$ cat src/hw/rtl/shd_pkg.sv
// Shared types and constants for the strip hit detector with HIP suppression.
package shd_pkg;

	// Fine steps that make up one bunch clock.
	localparam int unsigned STEPS_PER_CLOCK = 25;
	localparam int unsigned STEP_W = $clog2(STEPS_PER_CLOCK);

	// Field and register widths.
	localparam int unsigned SAMPLE_W = 12;
	localparam int unsigned THR_W    = 10;
	localparam int unsigned BLIND_W  = 5;
	localparam int unsigned LIMIT_W  = 4;
	localparam int unsigned CNT_W    = 4;
	localparam int unsigned CFG_W    = 10;
	localparam int unsigned IDX_W    = 2;
	localparam int unsigned IN_TDATA_W  = 16;
	localparam int unsigned OUT_TDATA_W = 8;

	// Run counter saturation value.
	localparam logic [CNT_W-1:0] CNT_MAX = '1;

	// Register reset values.
	localparam logic [THR_W-1:0]   THRESHOLD_RST   = THR_W'(20);
	localparam logic [BLIND_W-1:0] BLIND_STEPS_RST = BLIND_W'(3);
	localparam logic [LIMIT_W-1:0] HIP_LIMIT_RST   = LIMIT_W'(1);

	// Configuration register indexes.
	typedef enum logic [IDX_W-1:0] {
		REG_THRESHOLD   = 2'd0,
		REG_BLIND_STEPS = 2'd1,
		REG_HIP_LIMIT   = 2'd2
	} reg_idx_t;

	// Current configuration as seen by the detector.
	typedef struct packed {
		logic [THR_W-1:0]   threshold;
		logic [BLIND_W-1:0] blind_steps;
		logic [LIMIT_W-1:0] hip_limit;
	} cfg_t;

	// One result item, lowest bit last.
	typedef struct packed {
		logic or_hip_hit;
		logic sampled_hip_hit;
		logic or_hit;
		logic latched_hit;
		logic sampled_hit;
	} result_t;

endpackage

$ cat src/hw/rtl/strip_hit_detect_hip_suppress.sv
// Top level of the strip hit detector with HIP suppression.
//
// One shaped sample is accepted every cycle unless input stalls; a result item appears once per
// bunch clock, on the last of its STEPS_PER_CLOCK fine steps (25 samples), and is registered
// from that sample. The sample passes an input register, then the per-step state and the result
// register, so the rate is set by the single state update per sample. A result waiting in the
// output register does not stop input; input stalls only when a new result is due and the
// previous one has not been taken. Configuration writes take effect on the next sample.
module strip_hit_detect_hip_suppress (
	input  logic                               clk,
	input  logic                               arst_n,
	// Sample stream. tdata: sample_value[11:0], zeros above.
	input  logic                               s_tvalid,
	output logic                               s_tready,
	input  logic [shd_pkg::IN_TDATA_W-1:0]     s_tdata,
	// Result stream. tdata: sampled_hit, latched_hit, or_hit, sampled_hip_hit,
	// or_hip_hit from bit 0 up, zeros above.
	output logic                               m_tvalid,
	input  logic                               m_tready,
	output logic [shd_pkg::OUT_TDATA_W-1:0]    m_tdata,
	// Configuration write port.
	input  logic                               cfg_wen,
	input  logic [shd_pkg::IDX_W-1:0]          cfg_index,
	input  logic [shd_pkg::CFG_W-1:0]          cfg_wdata
);
	import shd_pkg::*;

	cfg_t                       cfg_q;
	logic                       valid_s1;
	logic signed [SAMPLE_W-1:0] sample_s1;
	logic                       out_valid_q;
	result_t                    out_result_q;

	logic    emit;
	result_t result;
	logic    out_free;
	logic    advance;

	// Configuration registers; unknown indexes are ignored.
	always_ff @(posedge clk or negedge arst_n) begin
		if (!arst_n) begin
			cfg_q.threshold   <= THRESHOLD_RST;
			cfg_q.blind_steps <= BLIND_STEPS_RST;
			cfg_q.hip_limit   <= HIP_LIMIT_RST;
		end else if (cfg_wen) begin
			unique case (cfg_index)
				REG_THRESHOLD:   cfg_q.threshold   <= cfg_wdata[THR_W-1:0];
				REG_BLIND_STEPS: cfg_q.blind_steps <= cfg_wdata[BLIND_W-1:0];
				REG_HIP_LIMIT:   cfg_q.hip_limit   <= cfg_wdata[LIMIT_W-1:0];
				default: ;
			endcase
		end
	end

	// The held sample advances unless it produces a result with nowhere to go.
	assign out_free = !out_valid_q || m_tready;
	assign advance  = valid_s1 && (!emit || out_free);
	assign s_tready = !valid_s1 || advance;

	// Input register.
	always_ff @(posedge clk or negedge arst_n) begin
		if (!arst_n) begin
			valid_s1 <= 1'b0;
		end else if (s_tready) begin
			valid_s1 <= s_tvalid;
		end
	end

	always_ff @(posedge clk) begin
		if (s_tready && s_tvalid) begin
			sample_s1 <= $signed(s_tdata[SAMPLE_W-1:0]);
		end
	end

	shd_detect u_detect (
		.clk     (clk),
		.arst_n  (arst_n),
		.step_en (advance),
		.sample  (sample_s1),
		.cfg     (cfg_q),
		.emit    (emit),
		.result  (result)
	);

	// Output register.
	always_ff @(posedge clk or negedge arst_n) begin
		if (!arst_n) begin
			out_valid_q <= 1'b0;
		end else if (advance && emit) begin
			out_valid_q <= 1'b1;
		end else if (m_tready) begin
			out_valid_q <= 1'b0;
		end
	end

	always_ff @(posedge clk) begin
		if (advance && emit) begin
			out_result_q <= result;
		end
	end

	assign m_tvalid = out_valid_q;
	assign m_tdata  = OUT_TDATA_W'(out_result_q);

`ifndef SYNTH
	// A suppressed hit can only come from a real hit.
	a_samp_hip: assert property (@(posedge clk) disable iff (!arst_n)
		m_tvalid |-> (!m_tdata[3] || m_tdata[0]))
		else $error("sampled HIP hit without sampled hit");

	a_or_hip: assert property (@(posedge clk) disable iff (!arst_n)
		m_tvalid |-> (!m_tdata[4] || m_tdata[2]))
		else $error("OR HIP hit without OR hit");

	// The OR hit combines the sampled and latched hits.
	a_or_comb: assert property (@(posedge clk) disable iff (!arst_n)
		m_tvalid |-> (m_tdata[2] == (m_tdata[0] | m_tdata[1])))
		else $error("OR hit inconsistent");

	// A held sample that cannot advance is not lost.
	a_hold: assert property (@(posedge clk) disable iff (!arst_n)
		valid_s1 && !advance |=> valid_s1)
		else $error("stalled sample dropped");
`endif

endmodule

$ cat src/hw/rtl/shd_detect.sv
// Per-step hit detection, edge latching and HIP run counters.
module shd_detect (
	input  logic                                   clk,
	input  logic                                   arst_n,
	input  logic                                   step_en,
	input  logic signed [shd_pkg::SAMPLE_W-1:0]    sample,
	input  shd_pkg::cfg_t                          cfg,
	output logic                                   emit,
	output shd_pkg::result_t                       result
);
	import shd_pkg::*;

	logic [STEP_W-1:0] fine_step_q;
	logic              prev_comp_q;
	logic              sampled_flag_q;
	logic              latched_pending_q;
	logic              latched_current_q;
	logic [CNT_W-1:0]  sampled_run_count_q;
	logic [CNT_W-1:0]  or_run_count_q;

	logic comp;
	logic past_blind;
	logic edge_hit;
	logic samp_now;
	logic pending_next;
	logic or_now;

	// Signed compare of the sample against the zero-extended threshold.
	assign comp = sample > $signed({{(SAMPLE_W-THR_W){1'b0}}, cfg.threshold});

	// Rising edge outside the blind window, also across clock boundaries.
	assign past_blind   = 32'(fine_step_q) >= 32'(cfg.blind_steps);
	assign edge_hit     = past_blind && comp && !prev_comp_q;
	assign pending_next = latched_pending_q | edge_hit;

	// The sampled hit is the comparator at the first fine step.
	assign samp_now = (fine_step_q == '0) ? comp : sampled_flag_q;
	assign or_now   = samp_now | latched_current_q;
	assign emit     = fine_step_q == STEP_W'(STEPS_PER_CLOCK - 1);

	// Suppression is judged on the run count before this clock's update.
	always_comb begin
		result.sampled_hit     = samp_now;
		result.latched_hit     = latched_current_q;
		result.or_hit          = or_now;
		result.sampled_hip_hit = samp_now;
		result.or_hip_hit      = or_now;
		if (cfg.hip_limit != '0 && sampled_run_count_q >= cfg.hip_limit) begin
			result.sampled_hip_hit = 1'b0;
		end
		if (cfg.hip_limit != '0 && or_run_count_q >= cfg.hip_limit) begin
			result.or_hip_hit = 1'b0;
		end
	end

	// Step state, advanced once per accepted item.
	always_ff @(posedge clk or negedge arst_n) begin
		if (!arst_n) begin
			fine_step_q         <= '0;
			prev_comp_q         <= 1'b0;
			sampled_flag_q      <= 1'b0;
			latched_pending_q   <= 1'b0;
			latched_current_q   <= 1'b0;
			sampled_run_count_q <= '0;
			or_run_count_q      <= '0;
		end else if (step_en) begin
			prev_comp_q <= comp;
			if (emit) begin
				fine_step_q       <= '0;
				sampled_flag_q    <= 1'b0;
				latched_pending_q <= 1'b0;
				latched_current_q <= pending_next;
				// Run counters count up while hits continue, saturating at CNT_MAX, and clear otherwise.
				if (!samp_now) begin
					sampled_run_count_q <= '0;
				end else if (sampled_run_count_q != CNT_MAX) begin
					sampled_run_count_q <= sampled_run_count_q + CNT_W'(1);
				end
				if (!or_now) begin
					or_run_count_q <= '0;
				end else if (or_run_count_q != CNT_MAX) begin
					or_run_count_q <= or_run_count_q + CNT_W'(1);
				end
			end else begin
				fine_step_q       <= fine_step_q + STEP_W'(1);
				sampled_flag_q    <= samp_now;
				latched_pending_q <= pending_next;
			end
		end
	end

`ifndef SYNTH
	// The fine-step counter never leaves one bunch clock.
	a_step_range: assert property (@(posedge clk) disable iff (!arst_n)
		32'(fine_step_q) < STEPS_PER_CLOCK)
		else $error("fine step out of range");

	// An OR run can never be shorter than the sampled run it contains.
	a_run_order: assert property (@(posedge clk) disable iff (!arst_n)
		or_run_count_q >= sampled_run_count_q)
		else $error("OR run count below sampled run count");

	// A captured edge is reported in the following clock.
	a_latch_move: assert property (@(posedge clk) disable iff (!arst_n)
		step_en && emit && edge_hit |=> latched_current_q)
		else $error("edge at last step not carried into next clock");
`endif

endmodule
$ cat config.mk
export PLATFORM = sky130hd
export DESIGN_NAME = strip_hit_detect_hip_suppress
export DESIGN_NICKNAME = d
export VERILOG_FILES = /design/src/hw/rtl/shd_pkg.sv /design/src/hw/rtl/strip_hit_detect_hip_suppress.sv /design/src/hw/rtl/shd_detect.sv
export SDC_FILE = /design/constraint.sdc
export NUM_CORES = 1
export LEC_CHECK = 0
export ABC_AREA = 1
export BUFFER_PORTS_ARGS = -buffer_cell sky130_fd_sc_hd__buf_4
export CELL_PAD_IN_SITES_DETAIL_PLACEMENT = 0
export CELL_PAD_IN_SITES_GLOBAL_PLACEMENT = 1
export CORE_MARGIN = 2
export CORE_UTILIZATION = 43
export DETAILED_ROUTE_END_ITERATION = 10
export GPL_TIMING_DRIVEN = 0
export PLACE_DENSITY = 0.91
export SYNTH_ARGS = -nofsm -noshare
export SYNTH_HDL_FRONTEND = slang
export SYNTH_SLANG_ARGS = --single-unit
$ cat constraint.sdc
create_clock -name clk -period 2.5 [get_ports clk]
set_input_delay 0.75 -clock clk [delete_from_list [all_inputs] [get_ports clk]]
set_output_delay 0.75 -clock clk [all_outputs]
set_load 0.02 [all_outputs]
==> summary.md, run 1 <==
| Metric | Value |
|---|---|
| Outcome | `finished, violations left` |
| Failing checks | `design-rule violations` |
| CTS tree | `done` |
| Maximum capacitance violations | `0` |
| Final Hold Vio Count | `0` |
| Setup crit start | `u_detect.fine_step_q[1]` |
| IO Count | `43` |
| Diodes inserted | `0` |
| Most common cell after layout, fill and taps aside | `nand2_1` |
| Gr usage total | `about 16%` |
| Min Tclk post-route | `between 2 and 2.5 ns` |
| Kind of end point of the critical path | `output port` |
| Hold Buf Count CTS | `0` |
| Synth unique cells | `31` |
| R2r setup slk | `0.33 ns` |
| Initial antenna violation count | `0` |
| Fin nets | `~420` |
| Core Footprint | `around 0.0064 mm²` |
| Most frequent cells in the layout | `nand2_1 (63), inv_1 (54), buf_4 (43)` |
| H-tree depth | `2` |
| Drt pass-1 iters | `7` |
| CP dominant cell by count | `inv_1` |
| CTS Buffer Depth | `2` |
| Reg-to-reg startpoint | `cfg_q[13]` |
| Slowest-stage cell, CP | `dfrtp_1` |
| Synthesized instance count | `309` |
| Final Util | `~52%` |
| Final instance area | `0.00337 mm²` |
| HPWL after detailed placement | `4050 µm` |
| RePlAce Congestion | `about 0.8` |
| Syn_area_per_cell | `between 9 and 10 µm²` |
| First-pass GRT wire length | `about 9500 µm` |
| Multi-input gate area | `approximately 0.0012 mm²` |
| Post-synthesis sequential area ratio | `between 50 and 60%` |
| WS Path Type | `flop to output port` |
| Slew HR | `between 60% and 70%` |
| Post-place instance area | `0.00325 mm²` |
| Yosys warning count | `0` |
| F_max | `417 MHz` |
| Total CTS buffers | `5` |
| Die ar. | `0.00737 mm²` |
| Count of final setup violators | `0` |
| Fillers | `roughly 580` |
| Worst R2R Path Depth | `11` |
| Area Overhead vs Synth | `16.9%` |
| Detailed router's first-iteration violation count | `approximately 150` |
| Detail Route Antenna Nets | `0` |
| Tightest Pin Transition | `0.519 ns` |
| Final Skew | `~0.0062 ns` |
| Worst-path clk slew | `0.10 ns` |
| Yosys reg bits | `55` |
| Layout cells sized above 1 | `18.4%` |
| Die W | `between 80 and 90 µm` |
| Crit-path max cell delay | `approximately 0.42 ns` |
| Clk root buf | `clkbuf_8` |
| CP Data Arrival Time | `~1.7 ns` |
| Power per cell area | `742 mW/mm²` |
| Port Buffer Count | `35` |
| Total Power | `about 0.0025 W` |
| Clk sinks | `between 50 and 60` |
| Sequential Area | `between 0.001 and 0.0015 mm²` |
| Residual DRC count | `2` |
| Skew-Pair Late Insertion Delay | `0.31 ns` |
| Vias in the first global route | `~2200` |
| CP max FO | `3` |
| Worst Path Required | `1.75 ns` |
| DRT Wirelength | `roughly 5400 µm` |
| VDD IR max | `between 0.0003 and 0.0004 V` |
| Final Cycle Share | `a little over nine tenths` |
| Post-Route Setup TNS | `0 ns` |
| WHS | `approximately 0.40 ns` |
| Initial Utilization | `approximately 45%` |
| Post-Syn Area | `around 0.0029 mm²` |
| Lkg Pwr | `1.73 nW` |
| Setup crit start kind | `flop` |
| Pin count of the biggest net entering global routing | `39` |
| CP cell instances | `inv_1 -> ha_1 -> inv_1 -> nor4_4 -> nand4_1 -> buf_4` |
| Rows | `29` |
| Bufs and invs on worst path | `3` |
| Die H | `roughly 86 µm` |
| Vias | `between 2000 and 2500` |
| Final Slew Violations | `0` |
| FF-to-FF End | `u_detect.or_run_count_q[0]` |
| Hold Path Class | `input pin to asynchronous set/reset pin` |
| Vias/cell | `slightly below 5` |
| Cell family with most CP delay | `simple AND/OR/NAND/NOR gates` |
| Total grt overflow | `0` |
| WL per Instance | `between 10 and 15 µm` |
[cells in the mapped netlist]
cell | count | area (µm²)
a21boi_0 | 1 | 7.51
a21oi_1 | 15 | 75.1
buf_4 | 4 | 30.0
clkbuf_1 | 2 | 7.51
conb_1 | 1 | 3.75
dfrtp_1 | 33 | 826
dfstp_2 | 5 | 131
edfxtp_1 | 17 | 510
ha_1 | 27 | 338
inv_1 | 55 | 206
inv_2 | 4 | 15.0
nand2_1 | 63 | 236
nand2_4 | 1 | 11.3
nand3_1 | 16 | 80.1
nand3_2 | 1 | 10.0
nand4_1 | 11 | 68.8
nor2_1 | 13 | 48.8
nor2_4 | 1 | 11.3
nor3_1 | 2 | 10.0
nor3b_1 | 1 | 7.51
nor4_1 | 1 | 6.26
nor4_4 | 1 | 21.3
o211ai_1 | 1 | 7.51
o21a_1 | 2 | 15.0
o21ai_0 | 21 | 105
o21ai_1 | 1 | 5.00
o21ai_4 | 1 | 16.3
o221ai_1 | 1 | 8.76
o31ai_1 | 1 | 7.51
xnor2_1 | 2 | 17.5
xor2_1 | 4 | 35.0
[final cells by class]
type,instances,area share (%)
multi-input combinational,191,34.5
buffer,6,1.11
clock inverter,3,0.669
tap,77,2.86
clock buffer,5,2.04
sequential,55,43.6
inverter,59,6.58
timing repair buffer,39,8.69
[flip-flops by register name, summed over array words and instances, names as in the netlist, 4 cells and up]
name,cells
cfg_q,19
sample_s1,12
m_tdata,5
u_detect.fine_step_q,5
u_detect.or_run_count_q,4
u_detect.sampled_run_count_q,4
[stage by stage]
stage | instances | setup WS [ns]
floorplan | 311 | 0.416
global placement | 423 | 0.233
detailed placement | 423 | 0.217
CTS | 432 | 0.0384
global route | 435 | -0.0176
finish | 435 | 0.0991
[where the power goes]
part	internal, W	total [W]	switching, W
sequential	0.00111	0.00123	0.000123
clock	0.000204	0.000512	0.000308
combinational	0.000315	0.000758	0.000442
[metal layers]
| layer | up-vias | track usage [%] | wire, µm | part of all wire (%) |
|---|---|---|---|---|
| li1 | 1095 | - | - | - |
| met1 | 990 | 22.1 | 2700 | 50 |
| met2 | 28 | 26.5 | 2480 | 46 |
| met3 | 9 | 2.89 | 126 | 2.3 |
| met4 | 0 | 6.20 | 124 | 2.3 |
| met5 | - | 0 | 0 | 0 |
[repair_timing]
| item | 4_1_cts | 5_1_grt |
|---|---|---|
| resized for setup | 0 | 1 |
| pin swaps | 1 | 1 |
| setup endpoints to repair | 1 | 1 |
| buffers inserted | 1 | 3 |
[worst reg2reg max path: stages (launching register included)]
cell	delay, ns
dfstp_2	0.54
inv_1	0.04
ha_1	0.26
nand4_1	0.12
nor3_1	0.24
nand2_1	0.11
nand4_1	0.16
nand3_1	0.24
nand2_1	0.12
nand2_1	0.10
nand2_1	0.08
nand2_1	0.05
[cells by family (layout without fill, tap and decap cells)]
| family | count (synthesis) | count (layout) | share of synthesized area (%) |
|---|---|---|---|
| other | 1 | 3 | 0.130 |
| XOR/XNOR | 6 | 6 | 1.82 |
| adder cells (fa/ha/maj) | 27 | 27 | 11.7 |
| AND/OR/NAND/NOR | 111 | 111 | 17.8 |
| flip-flops | 55 | 55 | 51.0 |
| AO/OA/AOI/OAI | 44 | 44 | 8.60 |
| buffers and inverters | 65 | 112 | 8.99 |
[worst max-delay path by stage]
| stage | to | slack [ns] | cells past startpoint |
|---|---|---|---|
| final | s_tready | 0.1 | 6 |
| after detailed placement | s_tready | 0.22 | 6 |
| after CTS | s_tready | 0.04 | 6 |
| after global placement | s_tready | 0.23 | 6 |
| after global routing | s_tready | -0.02 | 6 |
| after floorplan | s_tready | 0.42 | 5 |
No activity file was read; power rests on OpenSTA's default activity.
==> run 2, diff against run 1 <==
--- a/config.mk
+++ b/config.mk
@@ -5,15 +5,13 @@
 export SDC_FILE = /design/constraint.sdc
 export NUM_CORES = 1
 export LEC_CHECK = 0
-export ABC_AREA = 1
 export BUFFER_PORTS_ARGS = -buffer_cell sky130_fd_sc_hd__buf_4
 export CELL_PAD_IN_SITES_DETAIL_PLACEMENT = 0
 export CELL_PAD_IN_SITES_GLOBAL_PLACEMENT = 1
-export CORE_MARGIN = 2
 export CORE_UTILIZATION = 43
 export DETAILED_ROUTE_END_ITERATION = 10
 export GPL_TIMING_DRIVEN = 0
-export PLACE_DENSITY = 0.91
+export PLACE_DENSITY = 0.89
 export SYNTH_ARGS = -nofsm -noshare
 export SYNTH_HDL_FRONTEND = slang
 export SYNTH_SLANG_ARGS = --single-unit
==> summary.md, run 2 <==
| Metric | Value |
|---|---|
| Top cells by area, synth | `dfrtp_1 (29%), edfxtp_1 (18%), ha_1 (12%)` |
| Pin count of the biggest net entering global routing | `39` |
| Yosys reg bits | `55` |
| Outcome | `finished clean` |
| Drt pass-1 iters | `4` |
| Syn_area_per_cell | `roughly 11 µm²` |
| CTS Buffer Depth | `2` |
| Final Cycle Share | `95.5%` |
| H-tree depth | `2` |
| Most frequent cell after synthesis | `dfrtp_1` |
| F_max | `419 MHz` |
| RSZ-0062 raised after global routing | `false` |
| Vias/cell | `around 5.2` |
| CP max FO | `6` |
| Vias | `approximately 2000` |
| Hold Buf Count CTS | `0` |
| Maximum capacitance violations | `0` |
| Min Tclk post-route | `2.39 ns` |
| Fin nets | `~360` |
| Layout cells sized above 1 | `26.2%` |
| Sw Ratio | `between 30 and 40%` |
| Initial antenna violation count | `0` |
| Post-synthesis sequential area ratio | `approximately half` |
| Clock power frac | `19.1%` |
| Detailed router's first-iteration violation count | `a little under 90` |
| Power per cell area | `759 mW/mm²` |
| Tightest Pin Transition | `roughly 0.63 ns` |
| Area Overhead vs Synth | `17.0%` |
| Synth unique cells | `45` |
| Worst Path Required | `roughly 1.8 ns` |
| Count of final setup violators | `0` |
| Core Footprint | `about 0.0063 mm²` |
| Slew HR | `57.7%` |
| Largest registers | `cfg_q: 19 flops, sample_s1: 12 flops` |
| WS Path Type | `flop to output port` |
| Ys async rst share | `69.1%` |
| Most instantiated cells after synthesis | `dfrtp_1 (33), ha_1 (27), nand2_1 (26), inv_1 (22), o21ai_0 (22)` |
| Pint | `0.00169 W` |
| Skew-Pair Late Insertion Delay | `between 0.3 and 0.4 ns` |
| HPWL after detailed placement | `around 3700 µm` |
| Detail Route Antenna Nets | `0` |
| Die H | `83.3 µm` |
| IO Count | `between 40 and 50` |
| Die W | `83.3 µm` |
| VDD IR max | `0.000538 V` |
| WL per Instance | `13.0 µm` |
| Vias in the first global route | `roughly 1900` |
| Final Hold Vio Count | `0` |
| Residual DRC count | `0` |
| Synthesized instance count | `around 250` |
| Synth area leader | `dfrtp_1` |
| Total CTS buffers | `5` |
| EDFF count, synth | `17` |
| Worst-path clk slew | `about 0.09 ns` |
| Gate power share | `between 20 and 30%` |
| Setup crit start kind | `flop` |
| Clk root buf | `clkbuf_8` |
| Rows | `29` |
| Worst setup margin | `0.113 ns` |
| RePlAce Congestion | `0.854` |
| Diodes inserted | `0` |
| Gr usage total | `~15%` |
| Clk sinks | `between 50 and 60` |
| Net Sw Power | `~0.00083 W` |
| Most common cell after layout, fill and taps aside | `buf_4` |
| Initial Utilization | `between 40 and 50%` |
| Final Skew | `0.00647 ns` |
| Kind of end point of the critical path | `output port` |
| CP Data Arrival Time | `between 1.5 and 2 ns` |
| First-pass GRT wire length | `8460 µm` |
| Synth top area share | `between 20% and 30%` |
| Port Buffer Count | `35` |
| CTS tree | `done` |
| Yosys warning count | `0` |
| Dpl ws | `about 0.30 ns` |
| Total grt overflow | `0` |
| Hold Path Class | `input pin to asynchronous set/reset pin` |
| Max reg flops | `19` |
| Die ar. | `between 0.006 and 0.007 mm²` |
| Sequential share of power | `51.7%` |
| Main synth FF type | `dfrtp_1` |
| Post-Route Setup TNS | `0 ns` |
| Final Slew Violations | `0` |
| Top reg by flops | `cfg_q` |
| DRT Wirelength | `4920 µm` |
| Lkg Pwr | `between 1 and 1.5 nW` |
| Post-Syn Area | `around 0.0028 mm²` |
| Most frequent cells in the layout | `buf_4 (41), dfrtp_1 (32), nand2_1 (26), ha_1 (26)` |
[run 2: cell count changes in the layout (fill, tap and decap cells not counted), moves of 5 or more]
cell and delta:
nand3_1 -8, o21ai_1 +5, nand2_1 -37, nor2_1 -6, nand4_1 -8, mux2_2 +11
inv_1 -32, nand2b_1 +6, inv_2 -5
[run 2: per-stage QoR]
step | instances | instance area [µm²] | hold WS (ns) | util (%) | total power (W)
floorplan | 256 | 2850 | 0.443 | - | 0.00181
global placement | 368 | 3210 | 0.458 | 50.5 | 0.00201
detailed placement | 368 | 3210 | 0.474 | 50.5 | 0.00205
global route | 379 | 3320 | 0.426 | 52.3 | 0.00271
finish | 379 | 3320 | 0.392 | 52.3 | 0.00252
CTS | 376 | 3290 | 0.405 | 51.9 | 0.00254
[run 2: final cells by class]
cell class              instances  area [µm²]
plain buffers                   7        52.6
well taps                      77        96.3
multi-input cells             171        1240
flip-flops and latches         55        1470
clock inverters                 2        13.8
fillers                       558        3030
inverters                      23        91.3
repair buffers                 38         285
clock buffers                   6        72.6
[run 2: what timing repair did]
item                                    4_1_cts  5_1_grt
endpoints found under the setup margin        0        1
resized for setup                             0        3
buffers inserted                              0        3
[run 2: power by group through the flow]
stage,sequential [W],combinational [W],clock (W)
after floorplan,0.00128,0.000532,0
after global placement,0.00132,0.000687,0
after detailed placement,0.00132,0.000721,0
after CTS,0.00131,0.000728,0.000501
after global routing,0.00134,0.000851,0.000528
final,0.00130,0.000736,0.000482
[run 2: logic make-up (layout without fill, tap and decap cells)]
logic type	Yosys count	after routing	synth area share (%)
compound gates	61	61	13.7
flops	55	55	51.7
other cells	1	3	0.132
fa+ha+maj	27	27	11.9
mux	12	12	4.71
simple gates	68	68	12.9
buf+inv	30	76	5.06
[run 2: worst max-delay path, stage by stage, from the launching register on]
cell and delay (ns):
dfrtp_2 0.45, inv_1 0.10, ha_2 0.21, nand4b_4 0.15
nor2_2 0.13, nand2_1 0.09, buf_4 0.19
[run 2: layer usage]
| metal | routed length, µm | global-route usage [%] | up-vias | share of wire (%) |
|---|---|---|---|---|
| met3 | 177 | 3.08 | 8 | 3.6 |
| met1 | 2190 | 18.5 | 925 | 45 |
| met5 | 0 | 0 | - | 0 |
| met4 | 71 | 5.17 | 0 | 1.4 |
| met2 | 2470 | 27.0 | 44 | 50 |
| li1 | - | - | 990 | - |
[run 2: worst paths after layout]
kind,start,end,slack [ns],depth (start not counted)
min,arst_n,u_detect.or_run_count_q[3],0.39,1
min reg2reg,u_detect.prev_comp_q,u_detect.prev_comp_q,0.50,2
max,u_detect.fine_step_q[0],s_tready,0.11,6
min in group clk,u_detect.prev_comp_q,u_detect.prev_comp_q,0.50,2
max in group asynchronous,arst_n,u_detect.fine_step_q[0],1.74,1
max reg2reg,cfg_q[18],m_tdata[4],0.28,7
